===== src/rtl/nfa_to_dfa_subset_construction_top_defines.svh =====
// Assertion macros used by the sequencer RTL
`ifndef NFA_TO_DFA_SUBSET_CONSTRUCTION_TOP_DEFINES_SVH
`define NFA_TO_DFA_SUBSET_CONSTRUCTION_TOP_DEFINES_SVH

// a implies b in the same cycle
`define N2D_ASSERT_IMPL(label, clk, rst, a, b) \
   label: assert property (@(posedge clk) disable iff (rst) (a) |-> (b)) \
      else $error("%m: assertion failed");

// a implies b in the next cycle
`define N2D_ASSERT_NEXT(label, clk, rst, a, b) \
   label: assert property (@(posedge clk) disable iff (rst) (a) |=> (b)) \
      else $error("%m: assertion failed");

`endif


===== src/rtl/n2d_pkg.sv =====
`timescale 1ns / 1ps
package n2d_pkg;
   localparam int NfaStates = 16;
   localparam int Symbols   = 4;
   localparam int DfaStates = 64;
   localparam int Cols      = Symbols + 1;
   localparam int EdgeDepth = NfaStates * Cols;
   localparam int NextDepth = DfaStates * Symbols;
   localparam int StW       = $clog2(NfaStates);
   localparam int SymW      = $clog2(Cols);
   localparam int EdgeAw    = $clog2(EdgeDepth);
   localparam int SetAw     = $clog2(DfaStates);
   localparam int NextAw    = $clog2(NextDepth);
   localparam int CntW      = SetAw + 1;

   localparam logic [1:0] CSR_START  = 2'd0;
   localparam logic [1:0] CSR_FINAL  = 2'd1;
   localparam logic [1:0] CSR_SYMCNT = 2'd2;

   typedef logic [NfaStates-1:0] mask_type;

   typedef enum logic [3:0] {
      ST_IDLE, ST_CLEAR, ST_MOVE, ST_MOVE_WAIT, ST_CLOS_CHK, ST_FIND, ST_FIND_WAIT,
      ST_STORE, ST_NEXT_SYM, ST_EMIT_RD, ST_EMIT_WAIT, ST_EMIT
   } state_type;

   // request from the sequencer to the move/closure unit
   typedef struct packed {
      logic     start;
      mask_type set;
      logic [SymW-1:0] col;
      logic     closure;
   } mv_req_type;

   typedef struct packed {
      logic     done;
      mask_type result;
   } mv_rsp_type;
endpackage


===== src/rtl/n2d_move.sv =====
`timescale 1ns / 1ps
// Move / closure unit: scans one NFA state per cycle through the edge memory.
module n2d_move
   import n2d_pkg::*;
(
   input  logic            clock,
   input  logic            reset,
   input  logic            wr_en,
   input  logic [EdgeAw-1:0] wr_addr,
   input  mask_type        wr_data,
   input  mv_req_type      req,
   output mv_rsp_type      rsp
);
   localparam int KW = $clog2(NfaStates + 1);

   mask_type edge_mem [EdgeDepth];
   logic [EdgeDepth-1:0] valid_ff;
   mask_type rd_data_ff;
   logic     rd_valid_ff, rd_valid_in;
   logic     busy_ff, busy_in;
   logic     clos_ff, clos_in;
   logic [SymW-1:0] col_ff, col_in;
   mask_type set_ff, set_in, acc_ff, acc_in;
   logic [KW-1:0] k_ff, k_in;
   logic [EdgeAw-1:0] rd_addr;
   logic     rd_en;
   logic     done_ff, done_in;

   always_ff @(posedge clock) begin
      if (wr_en) edge_mem[wr_addr] <= wr_data;
      if (rd_en) rd_data_ff <= edge_mem[rd_addr];
   end

   always_ff @(posedge clock) begin
      if (reset) begin
         valid_ff <= '0;
         busy_ff <= 1'b0;
         rd_valid_ff <= 1'b0;
         done_ff <= 1'b0;
      end else begin
         if (wr_en) valid_ff[wr_addr] <= 1'b1;
         busy_ff <= busy_in;
         rd_valid_ff <= rd_valid_in;
         done_ff <= done_in;
      end
      clos_ff <= clos_in;
      col_ff <= col_in;
      set_ff <= set_in;
      acc_ff <= acc_in;
      k_ff <= k_in;
   end

   // entry mask applied with valid bit
   mask_type entry;
   logic [EdgeAw-1:0] rd_addr_q;
   always_ff @(posedge clock) begin
      if (rd_en) rd_addr_q <= rd_addr;
   end
   assign entry = valid_ff[rd_addr_q] ? rd_data_ff : '0;

   always_comb begin
      busy_in = busy_ff;
      clos_in = clos_ff;
      col_in = col_ff;
      set_in = set_ff;
      acc_in = acc_ff;
      k_in = k_ff;
      rd_en = 1'b0;
      rd_addr = '0;
      rd_valid_in = 1'b0;
      done_in = 1'b0;
      if (!busy_ff) begin
         if (req.start) begin
            busy_in = 1'b1;
            clos_in = req.closure;
            col_in = req.closure ? SymW'(Symbols) : req.col;
            set_in = req.set;
            acc_in = req.closure ? req.set : '0;
            k_in = '0;
         end
      end else begin
         if (rd_valid_ff) acc_in = acc_ff | entry;
         if (k_ff < KW'(NfaStates)) begin
            if (set_ff[k_ff[StW-1:0]]) begin
               rd_en = 1'b1;
               rd_addr = EdgeAw'(k_ff[StW-1:0] * Cols + col_ff);
               rd_valid_in = 1'b1;
            end
            k_in = k_ff + 1'b1;
         end else if (!rd_valid_ff) begin
            if (clos_ff && acc_ff != set_ff) begin
               set_in = acc_ff;
               k_in = '0;
            end else begin
               busy_in = 1'b0;
               done_in = 1'b1;
            end
         end
      end
   end

   assign rsp.done = done_ff;
   assign rsp.result = acc_ff;
endmodule


===== config.mk =====
export PLATFORM = sky130hd
export DESIGN_NAME = n2d_move
export DESIGN_NICKNAME = d
export VERILOG_FILES = /design/src/rtl/nfa_to_dfa_subset_construction_top_defines.svh /design/src/rtl/n2d_pkg.sv /design/src/rtl/n2d_move.sv
export SDC_FILE = /design/constraint.sdc
export NUM_CORES = 2
export LEC_CHECK = 0
export ABC_AREA = 1
export BUFFER_PORTS_ARGS = -buffer_cell sky130_fd_sc_hd__clkbuf_2
export CAP_MARGIN = 10
export CORE_ASPECT_RATIO = 0.8
export CORE_UTILIZATION = 50
export DETAILED_ROUTE_END_ITERATION = 8
export PLACE_DENSITY = 0.65
export SYNTH_ARGS = -nofsm -noshare
export SYNTH_HDL_FRONTEND = slang
export SYNTH_SLANG_ARGS = --single-unit

===== constraint.sdc =====
create_clock -name clock -period 4 [get_ports clock]
set_input_delay 0.4 -clock clock [delete_from_list [all_inputs] [get_ports clock]]
set_output_delay 0.4 -clock clock [all_outputs]
set_load 0.005 [all_outputs]

======== Word level (Yosys, flattened, before mapping) ========
Memory sizes are Yosys's and may differ from the RTL's. A register that Yosys moved wholly into a read port is not among the register bits.
Index checks and enable logic that the tools add are counted.
storage, ports and cells
  register bits after elaboration ......... 131
  bits in latches ......................... 0
  bits in writable memories ............... 1280
  ROM bits ................................ 0
  input port bits ......................... 47
  output and inout port bits .............. 17
  logic and storage cells ................. 72
  memories kept ........................... 1
memories
  memory    depth  bits a word  rd ports  clocked after Yosys merged registers in  wr ports  RTL line        text
  edge_mem  80     16           1         1                                        1         n2d_move.sv:16  mask_type edge_mem [EdgeDepth];
cells by class
  add/subtract/negate cells ............... 2
  multiply operators ...................... 1
  div/mod/pow operators ................... 0
  order comparisons ....................... 5
  equal/unequal tests ..................... 7
  shift operators ......................... 0
  muxes and demuxes ....................... 35
  bitwise gates (word level) .............. 3
  reduce and logical (&&, ||, !) cells .... 8
operators with widths
  operator               number
  $mux W16               10
  $or A80 B80 Y80        1
  $mux W5                5
  $mux W7                3
  $lt A7 B8 Y1 const B   2
  $ne A16 B16 Y1         1
  $or A16 B16 Y16        1
  $mux W1                14
  $add A7 B3 Y7          1
  $bmux W1 S7            1
  $demux W1 S7           1
  $ge A7 B1 Y1 const B   1
  $mul A4 B3 Y7 const B  1
  $ne A2 B2 Y1 const B   3
  $add A5 B1 Y5 const B  1
  $lt A4 B5 Y1 const B   1
  $lt A5 B5 Y1 const B   1
  $bmux W1 S4            1
  $reduce_and A2 Y1      2
  $reduce_and A4 Y1      1
  $reduce_or A4 Y1       1
  $ne A3 B1 Y1 const B   1
  $ne A3 B2 Y1 const B   1
  $reduce_and A3 Y1      1
  other kinds (4)        5

======== Depth between registers and ports, before layout ========
  depth in word-level cells ............... 6
  mapped depth ............................ 21
  mapped depth without buffers ............ 20

======== Least setup slack after synthesis ========
No wires, ideal clock.
  path kind ............................... flip-flop to flip-flop
  start point ............................. reg k_ff[0]
  end point ............................... reg rd_data_ff[3] (read register of edge_mem), data pin
  library setup time ...................... 253 ps
  arrival ................................. 2703 ps
  data required time ...................... 3747 ps
  path slack .............................. 1044 ps
  stages on the path, launching flop included .. 16
  path buffers ............................ 1
  period minus slack after synthesis ...... 2956 ps
  cells stage by stage .................... edfxtp_1 -> ha_1 -> ha_1 -> fa_1 -> nand2_1 -> inv_1 -> o21ai_0 -> nand2_1 -> xor2_1 -> nor2_2 -> inv_1 -> clkbuf_1 -> nand3_1 -> nand2_1 -> nand2_1 -> nand2_1
on the way
  longest elaborated chain between the ends .. 5
  elaborated cells between the ends (all ways) .. 11
  those cells by class .................... add/sub: 1; mul: 1; order compare: 1; mux: 8
RTL lines
  what                                                 RTL line                        text
  start: declaration                                   n2d_move.sv:24                  logic [KW-1:0] k_ff, k_in;
  start signal: assignment                             n2d_move.sv:50                  k_ff <= k_in;
  $mul A4 B3 Y7 / $bmux W1 S4 (equally long branches)  n2d_move.sv:86, n2d_move.sv:84
  $add A7 B3 Y7 / $mux W1 (equally long branches)      n2d_move.sv:86, n2d_move.sv:84
  $mux W7 / $mux W1 (equally long branches)            n2d_move.sv:84                  if (set_ff[k_ff[StW-1:0]]) begin
  $mux W7 / $mux W1 (equally long branches)            n2d_move.sv:83                  if (k_ff < KW'(NfaStates)) begin
  $mux W7 / $mux W1 (equally long branches)            --
  end: declaration                                     n2d_move.sv:18                  mask_type rd_data_ff;
Parallel ways exist; a longest one is shown, timed or not. The select of a mux whose other input is x is not followed.
A chain may end at the register's enable or synchronous reset.

======== Worst setup path in the final report ========
  start point ............................. reg k_ff[0]
  end point ............................... reg rd_data_ff[1] (read register of edge_mem), data pin
The elaborated chain is that of the path after synthesis.

==> flow_metrics.tcl <==
set metrics [dict create \
    cts_root_buffer "clkbuf_16" \
    grt_pass1_wl_microns 276400 \
    ys_async_sr_fraction_pct 0 \
    start_kind "flip-flop" \
    synth-seq-area-share_pct 67.44 \
    cp_max_fo 41 \
    dp.cells 7303 \
    fp.dieW_microns 396.7 \
    syn_nets 5829 \
    synth_area_leaders "edfxtp_1 (65%), nand3_1 (7.7%), inv_1 (5.3%)" \
    die_area_sq_um 126000 \
    drc 4 \
    grt_max_degree 124 \
    clock_path_buffers 3 \
    postSynthCellCount 5768 \
    vias 44730 \
    crit_start "k_ff[0]" \
    r2r_slack_ns 0.17 \
    ir_drop_mv 0.3985 \
    synth-main-ff-cell "edfxtp_1" \
    min_period_over_period_pct 95.64 \
    internal_power_mw 25.07 \
    wl_per_cell_microns 24.50 \
    dpl.hpwl_microns 108300 \
    min_to "edge_mem[58][15]" \
    hold_slack_ns 0.2488 \
    synth.most_common_cell "edfxtp_1" \
    grt_use_total_pct 29.41 \
    gr-total-overflow 0 \
    hold_viol_final 0 \
    crit_required_ns 4.51 \
    drive_above_1_share_pct 10.03 \
    report.final.slew_viol_count 0 \
    p_seq_share_pct 47.6 \
    crit_type "reg2reg" \
    portBuffers 63 \
    final_antenna_net_count 0 \
    cp.arrival_ns 4.34 \
    hp-class "in2reg" \
    antenna_found_initial 7 \
    cts_tree "yes" \
    violations "design-rule violations" \
    wl_microns 185700 \
    start_util_pct 50.53 \
    p_sw_share_pct 28.13 \
    leakagePower_nw 27.21 \
    rr_startpoint "k_ff[0]" \
    power_density_nw_per_um2 498.8 \
    fin_setup_tns_ns 0 \
    synth_edf_count 1344 \
    cts_buffers 141 \
    finalSetupViolations 0 \
    clock.fmax_mhz 261.4 \
    num-fill-cells 10180 \
    synth.distinct_cells 43 \
    worst_slew_pin_slew_ns 1.187 \
    core_area_sq_um 123300 \
    fin_crit_ns 3.826 \
    avgSynthCellArea_sq_um 10.80 \
    io_pins 64 \
    p_switching_mw 9.813 \
    fp.dieH_microns 317.8 \
    maxCapViolations 0 \
    comb_power_share_pct 16.1 \
    dr.pass1.iters 9 \
    insertion_delay_ns 0.77 \
    yosysWarnings 0 \
    rows 115 \
    synth_top_area_share_pct 64.77 \
    critPathCaptureType "flip-flop" \
    grt_pass1_vias 41840 \
    yosys.area.top_type "edfxtp_1" \
    p_clk_share_pct 36.2 \
    vias_per_cell 5.900 \
    r2r_cells 14 \
    final_nets 5889 \
    hp-start "wr_data[15]" \
    synth_commonest_cells "edfxtp_1 (1344), nand3_1 (955), inv_1 (877), nand2_1 (676), nor2_1 (468)" \
    slew_headroom_pct 20.90 \
    area_growth_pct 12.23 \
    htreeDepth 4 \
    final_cells 7580 \
    seq_area_sq_um 42020 \
    r2r_end "rd_data_ff[1]" \
    outcome "finished, violations left" \
    rsz0062_at_grt "no" \
    clock_sinks 1427 \
    place.gp.congestion 0.9522 \
    cts.clk_slew.worst_paths_ns 0.07 \
    finClkSkew_ns 0.02000 \
    min_path_cells 1 \
    syn-cell-area_sq_um 62310 \
    multi_input_area_sq_um 15320 \
    ys_ff_latch 1427 \
    drt_iter0_drc 6022 \
]
[worst max-delay path, stage by stage, from the launching register on]
cell	delay (ns)
edfxtp_1	0.40
buf_4	0.21
ha_4	0.16
ha_1	0.24
fa_1	0.60
nand3_4	0.17
inv_8	0.27
buf_12	0.31
nand3_1	0.18
nand3_1	0.16
nand3_1	0.27
nand3_2	0.26
nand2_1	0.07
nand2_1	0.16
nand2_1	0.07
[kinds of logic after synthesis]
kind of cell             Yosys count  synth area share [%]
XOR/XNOR                          13                0.1827
multiplexers                       4               0.06426
AO/OA/AOI/OAI                    364                 3.634
adder cells (fa/ha/maj)           14                0.2932
flip-flops                      1427                 67.44
AND/OR/NAND/NOR                 2660                 20.23
buffers and inverters           1286                 8.162
[cell type report]
cell class                 count  area share (%)
antenna                        2        0.007157
clock buffer                 198           5.666
clock inverter                57          0.5117
inverter                     890           4.811
multi-input combinational   3055           21.91
sequential                  1427           60.09
tap                         1638           2.931
timing repair buffer         313           4.081
[layer usage]
metal	part of all wire (%)	GRT usage, %	vias up
met4	3.6	11.06	2
li1	-	-	20090
met5	0.0070	0	-
met3	11	5.278	350
met1	41	43.02	21680
met2	45	43.85	2601
[per-stage QoR]
stage	setup slack (ns)	instance area, sq um	utilization [%]	total power, mW
2_1_floorplan	1.044	62310	-	20.03
3_3_place_gp	0.2050	65380	53.02	22.36
3_5_place_dp	0.1867	65380	53.02	22.39
4_1_cts	0.1609	69910	56.69	34.85
5_1_grt	0.04574	69930	56.71	35.90
6_report	0.1744	69930	56.71	34.88
[power groups by stage]
stage	clock, mW	sequential (mW)	combinational, mW
final	12.6	16.6	5.62
after global routing	13.3	16.6	5.95
after CTS	12.8	16.6	5.49
after detailed placement	0	16.9	5.45
after global placement	0	16.9	5.42
after floorplan	0	16.9	3.15
[registers in the layout, indices dropped and copies added (netlist names)]
name	flops
rd_data_ff	16
done_ff	1
acc_ff	16
valid_ff	80
rd_valid_ff	1
rd_addr_q	7
k_ff	5
clos_ff	1
col_ff	3
set_ff	16
edge_mem	1280
busy_ff	1
[timing repair]
action,CTS,global route
endpoints found under the hold margin,21,0
hold buffers,21,0
setup endpoints to repair,0,3
buffers inserted,0,0
gates resized for setup,0,6
[worst max path at each step]
stage,to,slack (ns),depth (start not counted)
2_1_floorplan,rd_data_ff[3],1.04,15
5_1_grt,rd_data_ff[7],0.05,18
3_5_place_dp,rd_data_ff[4],0.19,19
4_1_cts,rd_data_ff[4],0.16,18
3_3_place_gp,rd_data_ff[2],0.20,14
6_report,rd_data_ff[1],0.17,14
[cells in the final DEF (no fill, tap or decap), drive strengths merged]
cell type / n
buf: 246
nor2: 470
nand2: 678
edfxtp: 1344
xor2: 1
or2: 129
ha: 13
mux2i: 4
fa: 1
o2111ai: 2
clkinvlp: 1
nand4: 414
o21ai: 187
bufinv: 3
nand3: 958
clkbuf: 244
a31oi: 1
nor4: 2
xnor2: 12
o22ai: 2
o221ai: 48
inv: 885
diode: 2
clkinv: 58
dlygate4sd3: 21
nand3b: 1
dfxtp: 83
o211ai: 96
a21oi: 26
o41ai: 1
nor3: 8
a22o: 1
Note: power is estimated with default switching activity, not from simulation.
