<file path="src/rtl/nfa_to_dfa_subset_construction_top_defines.svh">
// Assertion macros used by the sequencer RTL
`ifndef NFA_TO_DFA_SUBSET_CONSTRUCTION_TOP_DEFINES_SVH
`define NFA_TO_DFA_SUBSET_CONSTRUCTION_TOP_DEFINES_SVH

// a implies b in the same cycle
`define N2D_ASSERT_IMPL(label, clk, rst, a, b) \
   label: assert property (@(posedge clk) disable iff (rst) (a) |-> (b)) \
      else $error("%m: assertion failed");

// a implies b in the next cycle
`define N2D_ASSERT_NEXT(label, clk, rst, a, b) \
   label: assert property (@(posedge clk) disable iff (rst) (a) |=> (b)) \
      else $error("%m: assertion failed");

`endif

</file>
<file path="src/rtl/n2d_pkg.sv">
`timescale 1ns / 1ps
package n2d_pkg;
   localparam int NfaStates = 16;
   localparam int Symbols   = 4;
   localparam int DfaStates = 64;
   localparam int Cols      = Symbols + 1;
   localparam int EdgeDepth = NfaStates * Cols;
   localparam int NextDepth = DfaStates * Symbols;
   localparam int StW       = $clog2(NfaStates);
   localparam int SymW      = $clog2(Cols);
   localparam int EdgeAw    = $clog2(EdgeDepth);
   localparam int SetAw     = $clog2(DfaStates);
   localparam int NextAw    = $clog2(NextDepth);
   localparam int CntW      = SetAw + 1;

   localparam logic [1:0] CSR_START  = 2'd0;
   localparam logic [1:0] CSR_FINAL  = 2'd1;
   localparam logic [1:0] CSR_SYMCNT = 2'd2;

   typedef logic [NfaStates-1:0] mask_type;

   typedef enum logic [3:0] {
      ST_IDLE, ST_CLEAR, ST_MOVE, ST_MOVE_WAIT, ST_CLOS_CHK, ST_FIND, ST_FIND_WAIT,
      ST_STORE, ST_NEXT_SYM, ST_EMIT_RD, ST_EMIT_WAIT, ST_EMIT
   } state_type;

   // request from the sequencer to the move/closure unit
   typedef struct packed {
      logic     start;
      mask_type set;
      logic [SymW-1:0] col;
      logic     closure;
   } mv_req_type;

   typedef struct packed {
      logic     done;
      mask_type result;
   } mv_rsp_type;
endpackage

</file>
<file path="src/rtl/n2d_if.sv">


interface n2d_rsp_if;
   logic       valid;
   logic       ready;
   logic [6:0] row_index;
   logic [15:0] member_mask;
   logic [6:0] next_sym0;
   logic [6:0] next_sym1;
   logic [6:0] next_sym2;
   logic [6:0] next_sym3;
   logic       is_final;
   logic       overflow;
   logic       last;
   modport source (output valid, row_index, member_mask, next_sym0, next_sym1, next_sym2,
                   next_sym3, is_final, overflow, last, input ready);
   modport sink (input valid, row_index, member_mask, next_sym0, next_sym1, next_sym2,
                 next_sym3, is_final, overflow, last, output ready);
endinterface

</file>
<file path="src/rtl/n2d_seq.sv">
`timescale 1ns / 1ps
`include "nfa_to_dfa_subset_construction_top_defines.svh"
// Construction sequencer: worklist, set store search, next-state store, emit.
module n2d_seq
   import n2d_pkg::*;
(
   input  logic       clock,
   input  logic       reset,
   input  logic       run,
   output logic       busy,
   input  logic [4:0] start_state,
   input  mask_type   final_mask,
   input  logic [2:0] symbol_count,
   output mv_req_type mv_req,
   input  mv_rsp_type mv_rsp,
   n2d_rsp_if.source  rsp
);
   localparam int NW = CntW;

   state_type state_ff, state_in;
   state_type st_sel;
   mask_type  set_mem [DfaStates];
   logic [NW-1:0] next_mem [NextDepth];

   logic [CntW-1:0] cnt_ff, cnt_in, wp_ff, wp_in, fi_ff, fi_in;
   logic [SymW-1:0] c_ff, c_in, eff_ff, eff_in;
   logic ovf_ff, ovf_in, clos_ff, clos_in, phase_ff, phase_in;
   mask_type cur_ff, cur_in, t_ff, t_in;
   logic [NextAw:0] clr_ff, clr_in;
   logic [NW-1:0] n_ff [Symbols];
   logic [NW-1:0] n_in [Symbols];
   logic [SymW-1:0] ej_ff, ej_in;

   logic set_we;
   logic [SetAw-1:0] set_wa, set_ra;
   mask_type set_rd_ff;
   logic nx_we;
   logic [NextAw-1:0] nx_wa, nx_ra;
   logic [NW-1:0] nx_wd, nx_rd_ff;
   logic [2:0] eff_c;

   always_ff @(posedge clock) begin
      if (set_we) set_mem[set_wa] <= t_ff;
      set_rd_ff <= set_mem[set_ra];
      if (nx_we) next_mem[nx_wa] <= nx_wd;
      nx_rd_ff <= next_mem[nx_ra];
   end

   always_ff @(posedge clock) begin
      if (reset) begin
         state_ff <= ST_IDLE;
         cnt_ff <= '0;
         wp_ff <= '0;
      end else begin
         state_ff <= state_in;
         cnt_ff <= cnt_in;
         wp_ff <= wp_in;
      end
      fi_ff <= fi_in; c_ff <= c_in; eff_ff <= eff_in; ovf_ff <= ovf_in;
      clos_ff <= clos_in; phase_ff <= phase_in; cur_ff <= cur_in; t_ff <= t_in;
      clr_ff <= clr_in; ej_ff <= ej_in;
      for (int j = 0; j < Symbols; j++) n_ff[j] <= n_in[j];
   end

   assign eff_c = (symbol_count > 3'(Symbols)) ? 3'(Symbols) : symbol_count;

   // next state
   always_comb begin
      state_in = state_ff;
      case (state_ff)
         ST_IDLE:      if (run) state_in = ST_CLEAR;
         ST_CLEAR:     if (clr_ff == (NextAw+1)'(NextDepth)) state_in = ST_MOVE;
         ST_MOVE:      state_in = ST_MOVE_WAIT;
         ST_MOVE_WAIT: if (mv_rsp.done) state_in = ST_CLOS_CHK;
         ST_CLOS_CHK:  state_in = ST_FIND;
         ST_FIND:      state_in = ST_FIND_WAIT;
         ST_FIND_WAIT: state_in = ST_STORE;
         ST_STORE:     state_in = ST_NEXT_SYM;
         ST_NEXT_SYM:  state_in = ST_NEXT_SYM;
         ST_EMIT_RD:   state_in = ST_EMIT_WAIT;
         ST_EMIT_WAIT: state_in = ST_EMIT;
         ST_EMIT:      state_in = ST_EMIT;
         default:      state_in = ST_IDLE;
      endcase
      // data-dependent transitions resolved in the output block
      if (state_ff == ST_CLOS_CHK || state_ff == ST_FIND_WAIT || state_ff == ST_STORE ||
          state_ff == ST_NEXT_SYM || state_ff == ST_EMIT || state_ff == ST_MOVE_WAIT ||
          state_ff == ST_EMIT_WAIT)
         state_in = st_sel;
   end

   // datapath and outputs
   always_comb begin
      st_sel = state_ff;
      cnt_in = cnt_ff; wp_in = wp_ff; fi_in = fi_ff; c_in = c_ff; eff_in = eff_ff;
      ovf_in = ovf_ff; clos_in = clos_ff; phase_in = phase_ff; cur_in = cur_ff;
      t_in = t_ff; clr_in = clr_ff; ej_in = ej_ff;
      for (int j = 0; j < Symbols; j++) n_in[j] = n_ff[j];
      set_we = 1'b0; set_wa = cnt_ff[SetAw-1:0]; set_ra = '0;
      nx_we = 1'b0; nx_wa = '0; nx_wd = '0; nx_ra = '0;
      mv_req = '0;
      case (state_ff)
         ST_IDLE: begin
            clr_in = '0;
            eff_in = SymW'(eff_c);
            ovf_in = 1'b0;
            cnt_in = '0;
            wp_in = '0;
            clos_in = 1'b1; // first pass: closure of start
            phase_in = 1'b0;
            cur_in = (start_state >= 5'd1 && start_state <= 5'(NfaStates))
                     ? mask_type'(1) << (start_state - 5'd1) : '0;
         end
         ST_CLEAR: begin
            nx_we = 1'b1;
            nx_wa = clr_ff[NextAw-1:0];
            clr_in = clr_ff + 1'b1;
         end
         ST_MOVE: begin
            mv_req.start = 1'b1;
            mv_req.set = clos_ff ? t_ff : cur_ff;
            if (cnt_ff == '0 && !phase_ff) mv_req.set = cur_ff;
            mv_req.col = c_ff;
            mv_req.closure = clos_ff;
         end
         ST_MOVE_WAIT: begin
            if (mv_rsp.done) begin
               t_in = mv_rsp.result;
               st_sel = ST_CLOS_CHK;
            end
         end
         ST_CLOS_CHK: begin
            if (cnt_ff == '0) begin
               // start set stored as DFA state 1
               set_we = 1'b1;
               set_wa = '0;
               cnt_in = CntW'(1);
               wp_in = '0;
               st_sel = ST_NEXT_SYM;
               c_in = '0;
               phase_in = 1'b1;
            end else if (!clos_ff) begin
               if (t_ff == '0) begin
                  c_in = c_ff + 1'b1;
                  st_sel = ST_NEXT_SYM;
               end else begin
                  clos_in = 1'b1;
                  st_sel = ST_MOVE;
               end
            end else begin
               fi_in = '0;
               st_sel = ST_FIND;
            end
         end
         ST_FIND: begin
            set_ra = fi_ff[SetAw-1:0];
         end
         ST_FIND_WAIT: begin
            set_ra = fi_ff[SetAw-1:0];
            st_sel = ST_STORE;
         end
         ST_STORE: begin
            nx_wa = NextAw'(wp_ff[SetAw-1:0] * Symbols + c_ff);
            if (set_rd_ff == t_ff) begin
               nx_we = 1'b1;
               nx_wd = NW'(fi_ff + 1'b1);
               c_in = c_ff + 1'b1;
               st_sel = ST_NEXT_SYM;
            end else if (fi_ff + 1'b1 < cnt_ff) begin
               fi_in = fi_ff + 1'b1;
               st_sel = ST_FIND;
            end else if (cnt_ff >= CntW'(DfaStates)) begin
               ovf_in = 1'b1;
               fi_in = '0;
               st_sel = ST_EMIT_RD;
            end else begin
               set_we = 1'b1;
               set_wa = cnt_ff[SetAw-1:0];
               nx_we = 1'b1;
               nx_wd = NW'(cnt_ff + 1'b1);
               cnt_in = cnt_ff + 1'b1;
               c_in = c_ff + 1'b1;
               st_sel = ST_NEXT_SYM;
            end
         end
         ST_NEXT_SYM: begin
            set_ra = wp_ff[SetAw-1:0];
            clos_in = 1'b0;
            if (c_ff < eff_ff && wp_ff < cnt_ff) begin
               st_sel = ST_FIND_WAIT;
               // the current set is read out for FIND_WAIT
               phase_in = 1'b1;
            end else begin
               if (c_ff != '0 || eff_ff == '0) wp_in = wp_ff + 1'b1;
               c_in = '0;
               if (wp_ff + ((c_ff != '0 || eff_ff == '0) ? 1'b1 : 1'b0) >= cnt_ff) begin
                  fi_in = '0;
                  st_sel = ST_EMIT_RD;
               end else begin
                  st_sel = ST_NEXT_SYM;
                  if (eff_ff == '0) st_sel = ST_NEXT_SYM;
               end
               // when c wraps with eff==0 and no more work, handled above
               if (eff_ff != '0 && c_ff == '0 && wp_ff < cnt_ff) st_sel = ST_FIND_WAIT;
            end
         end
         ST_EMIT_RD: begin
            set_ra = fi_ff[SetAw-1:0];
            nx_ra = NextAw'(fi_ff[SetAw-1:0] * Symbols);
            ej_in = '0;
         end
         ST_EMIT_WAIT: begin
            // gather successors one per cycle
            nx_ra = NextAw'(fi_ff[SetAw-1:0] * Symbols + ej_ff + 1'b1);
            set_ra = fi_ff[SetAw-1:0];
            cur_in = set_rd_ff;
            n_in[ej_ff[$clog2(Symbols)-1:0]] = (ej_ff < eff_ff) ? nx_rd_ff : '0;
            ej_in = ej_ff + 1'b1;
            if (ej_ff + 1'b1 < SymW'(Symbols)) st_sel = ST_EMIT_WAIT;
            else st_sel = ST_EMIT;
         end
         ST_EMIT: begin
            if (rsp.ready) begin
               fi_in = fi_ff + 1'b1;
               if (fi_ff + 1'b1 >= cnt_ff) st_sel = ST_IDLE;
               else st_sel = ST_EMIT_RD;
            end
         end
         default: ;
      endcase
      // a FIND_WAIT reached from NEXT_SYM means the current set was just read
      if (state_ff == ST_FIND_WAIT && !clos_ff && phase_ff) begin
         cur_in = set_rd_ff;
         st_sel = ST_MOVE;
         phase_in = 1'b0;
      end else if (state_ff == ST_FIND_WAIT) begin
         st_sel = ST_STORE;
      end
   end

   assign busy = (state_ff != ST_IDLE);
   assign rsp.valid = (state_ff == ST_EMIT);
   assign rsp.row_index = 7'(fi_ff + 1'b1);
   assign rsp.member_mask = cur_ff;
   assign rsp.next_sym0 = 7'(n_ff[0]);
   assign rsp.next_sym1 = 7'(n_ff[1]);
   assign rsp.next_sym2 = 7'(n_ff[2]);
   assign rsp.next_sym3 = 7'(n_ff[3]);
   assign rsp.is_final = |(cur_ff & final_mask);
   assign rsp.overflow = ovf_ff;
   assign rsp.last = (fi_ff + 1'b1 >= cnt_ff);

   `N2D_ASSERT_IMPL(a_cnt_bound, clock, reset, 1'b1, cnt_ff <= CntW'(DfaStates))
   `N2D_ASSERT_IMPL(a_emit_in_range, clock, reset, rsp.valid, fi_ff < cnt_ff)
   `N2D_ASSERT_NEXT(a_emit_hold, clock, reset, rsp.valid && !rsp.ready, rsp.valid)
endmodule

</file>
<file path="src/flat_wrapper.sv">
// flat-port wrapper written by rule: the top's interface ports become plain ports
module n2d_seq_flat import n2d_pkg::*;
  (clock, reset, run, busy, start_state, final_mask, symbol_count, mv_req, mv_rsp, rsp_valid, rsp_row_index, rsp_member_mask, rsp_next_sym0, rsp_next_sym1, rsp_next_sym2, rsp_next_sym3, rsp_is_final, rsp_overflow, rsp_last, rsp_ready);
  n2d_rsp_if rsp_i ();
  input  logic clock;
  input  logic reset;
  input  logic run;
  output logic busy;
  input  logic [4:0] start_state;
  input  mask_type final_mask;
  input  logic [2:0] symbol_count;
  output mv_req_type mv_req;
  input  mv_rsp_type mv_rsp;
  output wire logic [$bits(rsp_i.valid)-1:0] rsp_valid;
  output wire logic [$bits(rsp_i.row_index)-1:0] rsp_row_index;
  output wire logic [$bits(rsp_i.member_mask)-1:0] rsp_member_mask;
  output wire logic [$bits(rsp_i.next_sym0)-1:0] rsp_next_sym0;
  output wire logic [$bits(rsp_i.next_sym1)-1:0] rsp_next_sym1;
  output wire logic [$bits(rsp_i.next_sym2)-1:0] rsp_next_sym2;
  output wire logic [$bits(rsp_i.next_sym3)-1:0] rsp_next_sym3;
  output wire logic [$bits(rsp_i.is_final)-1:0] rsp_is_final;
  output wire logic [$bits(rsp_i.overflow)-1:0] rsp_overflow;
  output wire logic [$bits(rsp_i.last)-1:0] rsp_last;
  input wire logic [$bits(rsp_i.ready)-1:0] rsp_ready;
  assign rsp_valid = rsp_i.valid;
  assign rsp_row_index = rsp_i.row_index;
  assign rsp_member_mask = rsp_i.member_mask;
  assign rsp_next_sym0 = rsp_i.next_sym0;
  assign rsp_next_sym1 = rsp_i.next_sym1;
  assign rsp_next_sym2 = rsp_i.next_sym2;
  assign rsp_next_sym3 = rsp_i.next_sym3;
  assign rsp_is_final = rsp_i.is_final;
  assign rsp_overflow = rsp_i.overflow;
  assign rsp_last = rsp_i.last;
  assign rsp_i.ready = rsp_ready;
  n2d_seq u_core (.clock(clock), .reset(reset), .run(run), .busy(busy), .start_state(start_state), .final_mask(final_mask), .symbol_count(symbol_count), .mv_req(mv_req), .mv_rsp(mv_rsp), .rsp(rsp_i));
endmodule
</file>
<file path="config.mk">
export PLATFORM = sky130hd
export DESIGN_NAME = n2d_seq_flat
export DESIGN_NICKNAME = d
export VERILOG_FILES = /design/src/rtl/n2d_pkg.sv /design/src/rtl/n2d_if.sv /design/src/rtl/n2d_seq.sv /design/src/flat_wrapper.sv
export VERILOG_INCLUDE_DIRS = /design/src /design/src/rtl
export SDC_FILE = /design/constraint.sdc
export NUM_CORES = 2
export LEC_CHECK = 0
export BUFFER_PORTS_ARGS = -buffer_cell sky130_fd_sc_hd__buf_2
export CAP_MARGIN = 20
export CORE_MARGIN = 4
export CORE_UTILIZATION = 40
export CTS_CLUSTER_DIAMETER = 40
export DETAILED_ROUTE_END_ITERATION = 10
export PLACE_DENSITY = 0.53
export SLEW_MARGIN = 20
export SYNTH_ARGS = -nofsm -noshare
export SYNTH_HDL_FRONTEND = slang
export SYNTH_SLANG_ARGS = --single-unit
</file>
<file path="constraint.sdc">
create_clock -name clock -period 27.8 [get_ports clock]
set_input_delay 4.17 -clock clock [delete_from_list [all_inputs] [get_ports clock]]
set_output_delay 4.17 -clock clock [all_outputs]
set_load 0.02 [all_outputs]
</file>
# Yosys cells after proc, flatten, opt, wreduce, memory -nomap -nowiden
# Memory sizes are Yosys's and may differ from the RTL's. A register that Yosys moved wholly into a read port is not among the register bits.
# Cells that the tools add are included.
[word_totals] reg_bits=78 word_cells=214 ram_bits=2844 n_memories=3 out_inout_bits=77
[op_classes] n_mux=91 order_cmp=13 add_sub_neg=11 shifts=1 n_eq_ne=34 bitwise_logic=2 n_reduce_logical=46
[mem_list] name="u_core.next_mem" words=256 word_bits=7 read_ports=1 rd_clocked_by_memory_dff=1 write_ports=1 line_no="n2d_seq.sv:23" rtl="logic [NW-1:0] next_mem [NextDepth];"
[mem_list] name="u_core.set_mem" words=64 word_bits=16 read_ports=1 rd_clocked_by_memory_dff=1 write_ports=1 line_no="n2d_seq.sv:22" rtl="mask_type set_mem [DfaStates];"
[mem_list] name="u_core.n_ff" words=4 word_bits=7 read_ports=4 rd_clocked_by_memory_dff=0 write_ports=4 line_no="n2d_seq.sv:30" rtl="logic [NW-1:0] n_ff [Symbols];"
[op_table] op="7-bit 2-to-1 mux" count=21
[op_table] op="16-bit 2-to-1 mux" count=4
[op_table] op="4-bit 2-to-1 mux" count=15
[op_table] op="7-bit one-hot mux with 3 select lines" count=2
[op_table] op="4-bit one-hot mux with 10 select lines" count=1
[op_table] op="16-bit one-hot mux with 2 select lines" count=1
[op_table] op="8-bit one-hot mux with 2 select lines" count=2
[op_table] op="28-bit bitwise mux" count=1
[op_table] op="28-bit 2-to-1 mux" count=1
[op_table] op="7-bit one-hot mux with 4 select lines" count=1
[op_table] op="4-bit one-hot mux with 6 select lines" count=1
[op_table] op="7-bit by 1-bit adder with 7-bit output (second input constant)" count=3
[op_table] op="1-bit 2-to-1 mux" count=21
[op_table] op="21-bit 2-to-1 mux" count=1
[op_table] op="3-bit 2-to-1 mux" count=7
[op_table] op="2-bit != test (second input constant)" count=10
[op_table] op="9-bit one-hot mux with 2 select lines" count=1
[op_table] op="3-bit nonzero test" count=6
[op_table] op="8-bit by 3-bit adder with 8-bit output" count=2
[op_table] op="16-bit bitwise AND" count=1
[op_table] op="16-bit == test" count=1
[op_table] op="4-bit by 3-bit == test with 1-bit output (second input constant)" count=4
[op_table] op="4-bit == test (second input constant)" count=4
[op_table] op="16-bit logical NOT" count=1
[op_table] op="50 further kinds" count=86

# Logic depth before layout (Yosys ltp)
[depth] depth_word=12 ltp_mapped=19 depth_no_buf=15

# Least setup slack after synthesis
# OpenSTA, ideal clock, no wires.
[synth_path] path_kind="register to register" start="reg u_core.t_ff[4]" end="mem u_core.next_mem[0][1] in the netlist's numbering (data pin)" setup_slack_ns=13.708 arrival_time_ns=11.905 setup_ns=2.188 required_ns=25.612 path_buffers=0 stages_incl_launch_ff=7 cell_sequence="edfxtp_1 > xor2_1 > nor4_1 > nand4_1 > inv_1 > nand2_1 > o21ai_0"
[synth_between] elab_chain_len=3
[synth_rtl] item="start: declaration" line_no="n2d_seq.sv:28" rtl="mask_type cur_ff, cur_in, t_ff, t_in;"
[synth_rtl] item="start signal: assignment" line_no="n2d_seq.sv:60" rtl="clos_ff <= clos_in; phase_ff <= phase_in; cur_ff <= cur_in; t_ff <= t_in;"
[synth_rtl] item="16-bit == test" line_no="n2d_seq.sv:164" rtl="if (set_rd_ff == t_ff) begin"
[synth_rtl] item="7-bit 2-to-1 mux" line_no="n2d_seq.sv:164"
[synth_rtl] item="7-bit 2-to-1 mux" line_no="n2d_seq.sv:102" rtl="case (state_ff)"
[synth_rtl] item="net u_core.nx_wd[1]" line_no="n2d_seq.sv:39" rtl="logic [NW-1:0] nx_wd, nx_rd_ff;"
[synth_rtl] item="end: declaration" line_no="n2d_seq.sv:23"
# The timed path passes the listed nets, and every way through them passes these cells.

# Worst setup path in the final report
[layout_path] start="in final_mask[5]" end="out rsp_is_final"
[layout_between] elab_chain_len=2
[layout_rtl] item="start: declaration" line_no="flat_wrapper.sv:10" rtl="input mask_type final_mask;"
[layout_rtl] item="16-bit bitwise AND" line_no="n2d_seq.sv:249" rtl="assign rsp.is_final = |(cur_ff & final_mask);"
[layout_rtl] item="16-bit OR reduction" line_no="n2d_seq.sv:249"
[layout_rtl] item="end: declaration" line_no="flat_wrapper.sv:21" rtl="output wire logic [$bits(rsp_i.is_final)-1:0] rsp_is_final;"
# Every way passes these cells.

==> impl_metrics.py <==
metrics = {
    "clocking": {
        "clk_latency_ns": 0.97,
        "cts.htree.levels": 5,
        "cts_tree": "yes",
        "cts_hold_buffers": 0,
        "clk_path_buf_depth": 4,
        "ctsResizeCount": 0,
        "cts_made_buffers": 434,
        "cts_setup_buffers": 0,
        "clock-sinks": 2945,
        "clkTransAtPathRegs_ns": 0.05,
        "root_buffer": "clkbuf_16",
    },
    "global_routing": {
        "grt_overflow": 0,
        "grt_max_degree": 191,
        "grt_antenna_before_repair": 7,
        "grt_pass1_vias": 75760,
        "grtUsageTotal": 0.2376,
        "grt_pass1_wl_mm": 544.9,
    },
    "route": {
        "ant_nets": 0,
        "drc": 0,
        "wirelength_mm": 379.2,
        "viasPerCell": 5.845,
        "dr.pass1.iters": 6,
        "vias": 78260,
        "wl_per_cell_um": 28.32,
        "drt_iter0_markers": 8516,
    },
    "synth": {
        "yosysWarnings": 0,
        "synth_area_leader_cell": "edfxtp_1",
        "synth.most_common_cell": "edfxtp_1",
        "ys_top_cells_by_area": "edfxtp_1 (73%), nand2_1 (5.2%), nand3_1 (2.7%), o211ai_1 (1.8%), or3_1 (1.5%)",
        "yosys.cell_types.count": 87,
        "yosys_register_bits": 2945,
        "yosysSeqAreaShare": 0.7332,
        "ys.flop_type": "edfxtp_1",
        "synthCells": 8911,
        "synthArstFlopShare": 0,
        "syn-mean-instance-area_um2": 13.47,
        "netlist_area_mm2": 0.1200,
        "synth_edf_count": 2903,
        "post_synth_most_frequent_cells": "edfxtp_1 (2903), nand2_1 (1662), nand3_1 (650)",
        "synth_top_area_frac": 0.7262,
        "synth_nets": 8997,
    },
    "placed_design": {
        "gp_congestion": 0.8517,
        "placed_area_mm2": 0.1252,
        "dp_hpwl_mm": 215.7,
        "numPortBuffers": 121,
    },
    "sta": {
        "rsz0062_at_grt": "no",
        "worst_pin_slew_ns": 1.246,
        "setup_viol": 0,
        "hold_viol": 0,
        "period_minus_slack_ns": 9.213,
        "tns_ns": 0,
        "fmax_mhz": 108.5,
        "post-route-period-util": 0.3314,
        "slew_viol_final": 0,
        "clock_skew_ns": 0.08731,
        "timing.slew.headroom": 0.1477,
    },
    "cells_and_area": {
        "stdcell_area_mm2": 0.1404,
        "drive_above_1_share": 0.1278,
        "nets": 9145,
        "area_delta_synth_final_pct": 16.91,
    },
    "floorplanning": {
        "die-area_mm2": 0.3090,
        "num_rows": 200,
        "die_x_um": 555.8,
        "die_height_um": 555.8,
        "core-area_mm2": 0.2978,
        "start_util": 0.4031,
        "io_pins": 122,
    },
    "pwr": {
        "irDropWorstVdd_uv": 56.23,
        "pwr-share-clk": 0.513,
        "p_per_area_mw_per_mm2": 78.03,
        "p_switching_uw": 2469,
        "p_leak_uw": 0.04244,
        "internal_power_uw": 8482,
        "seq_power_share": 0.450,
        "p_comb_frac": 0.037,
        "switching_share": 0.2255,
    },
    "worst_setup_path": {
        "worst_setup_path_start_kind": "input pin",
        "end_kind": "output pin",
        "regToRegSetupSlack_ns": 21.26,
        "reg2reg_depth": 12,
        "timing.rr.end": "u_core.nx_rd_ff[2]",
        "critPathKind": "input pin to output pin",
        "reg2reg_from": "u_core.state_ff[2]",
        "worstPathMaxFanout": 1,
        "cp.arrival_ns": 5.04,
        "required_ns": 23.63,
    },
    "min_path": {
        "hold_end": "u_core.cnt_ff[6]",
        "worstHoldPathType": "flop to flop",
        "min_from": "u_core.cnt_ff[6]",
        "holdPathStages": 2,
    },
    "run": {
        "maxCapViolCount": 0,
    },
    "run_status": {
        "status": "finished, final reports clean",
    },
}
## layout make-up
cell class | count | area, um^2
Antenna cell | 14 | 35.03
Clock buffer | 489 | 11130
Clock inverter | 324 | 3930
Fill cell | 26100 | 157400
Inverter | 41 | 168.9
Multi-Input combinational cell | 5257 | 29370
Sequential cell | 2945 | 88010
Tap cell | 3939 | 4928
Timing Repair Buffer | 380 | 2769
## power groups by stage
stage          registers [uW]  clock network (uW)  logic, uW
6_report                 4930                5620        404
3_5_place_dp             5010                   0        400
3_3_place_gp             5010                   0        399
5_1_grt                  4920                5890        428
2_1_floorplan            5000                   0        222
4_1_cts                  4920                5690        402
## cells by family (layout without fill, tap and decap cells)
| logic type | count (synthesis) | in the layout | share of synthesized area |
|---|---|---|---|
| fa+ha+maj | 41 | 41 | 0.004273 |
| simple gates | 3451 | 3451 | 0.1284 |
| compound gates | 1604 | 1604 | 0.09340 |
| flops | 2945 | 2945 | 0.7332 |
| other cells | 0 | 14 | 0 |
| mux | 109 | 109 | 0.01157 |
| xor+xnor | 52 | 52 | 0.003794 |
| buf+inv | 709 | 1234 | 0.02540 |
## stage by stage
stage | setup WS [ns] | cells | power, uW | util | hold WS [ns]
2_1_floorplan | 13.71 | 8911 | 5221 | - | 0.4628
3_3_place_gp | 18.53 | 12560 | 5413 | 0.4203 | 0.4852
3_5_place_dp | 18.58 | 12560 | 5413 | 0.4205 | 0.4861
4_1_cts | 18.58 | 13370 | 11010 | 0.4711 | 0.4929
5_1_grt | 18.55 | 13380 | 11240 | 0.4712 | 0.5236
6_report | 18.59 | 13390 | 10950 | 0.4713 | 0.4981
## per-layer routing
| metal | GRT usage | vias up | routed length, um |
|---|---|---|---|
| li1 | - | 34460 | - |
| met1 | 0.3148 | 40030 | 154700 |
| met2 | 0.3973 | 3096 | 185400 |
| met3 | 0.03462 | 673 | 24370 |
| met4 | 0.08878 | 4 | 14700 |
| met5 | 0 | - | 20 |
## critical path, stage by stage
cell and delay, ns:
buf_2 0.10, a22o_1 0.22, a221oi_1 0.22, nand4_1 0.14, buf_2 0.18
## worst max-delay path by stage
stage	startpoint	end
2_1_floorplan	u_core.t_ff[4]	u_core.next_mem[0][1]
3_3_place_gp	final_mask[1]	rsp_is_final
3_5_place_dp	final_mask[0]	rsp_is_final
4_1_cts	final_mask[0]	rsp_is_final
5_1_grt	final_mask[0]	rsp_is_final
6_report	final_mask[5]	rsp_is_final
## flip-flops by register name, summed over array words and instances, names as in the netlist
name and count:
u_core.ej_ff 3, u_core.nx_rd_ff 7, u_core.cnt_ff 7, u_core.next_mem 1792, u_core.rsp.member_mask 16, u_core.set_mem 1024, u_core.clr_ff 9, u_core.n_ff 28
u_core.fi_ff 7, u_core.clos_ff 1, u_core.rsp.overflow 1, u_core.wp_ff 7, u_core.set_rd_ff 16, u_core.eff_ff 3, u_core.t_ff 16, u_core.state_ff 4
u_core.phase_ff 1, u_core.c_ff 3
## cells in the final DEF (no fill, tap or decap), types with 42 or more instances in the layout
cell type / n
nor2b_1: 109
clkbuf_1: 51
a211oi_1: 136
clkinv_1: 51
dfxtp_1: 42
o221ai_1: 66
a31oi_1: 170
nor2_1: 448
o21ai_0: 157
nand2_1: 1652
clkbuf_16: 436
buf_4: 240
nand3_1: 647
and3_1: 64
or3_1: 284
nor3_1: 91
a311oi_1: 157
buf_2: 121
bufinv_16: 63
o22ai_1: 44
mux2i_1: 78
clkinvlp_4: 58
edfxtp_1: 2903
a21oi_1: 294
clkinv_2: 47
o211ai_1: 284
inv_6: 42
Note: power is estimated with default switching activity, not from simulation.
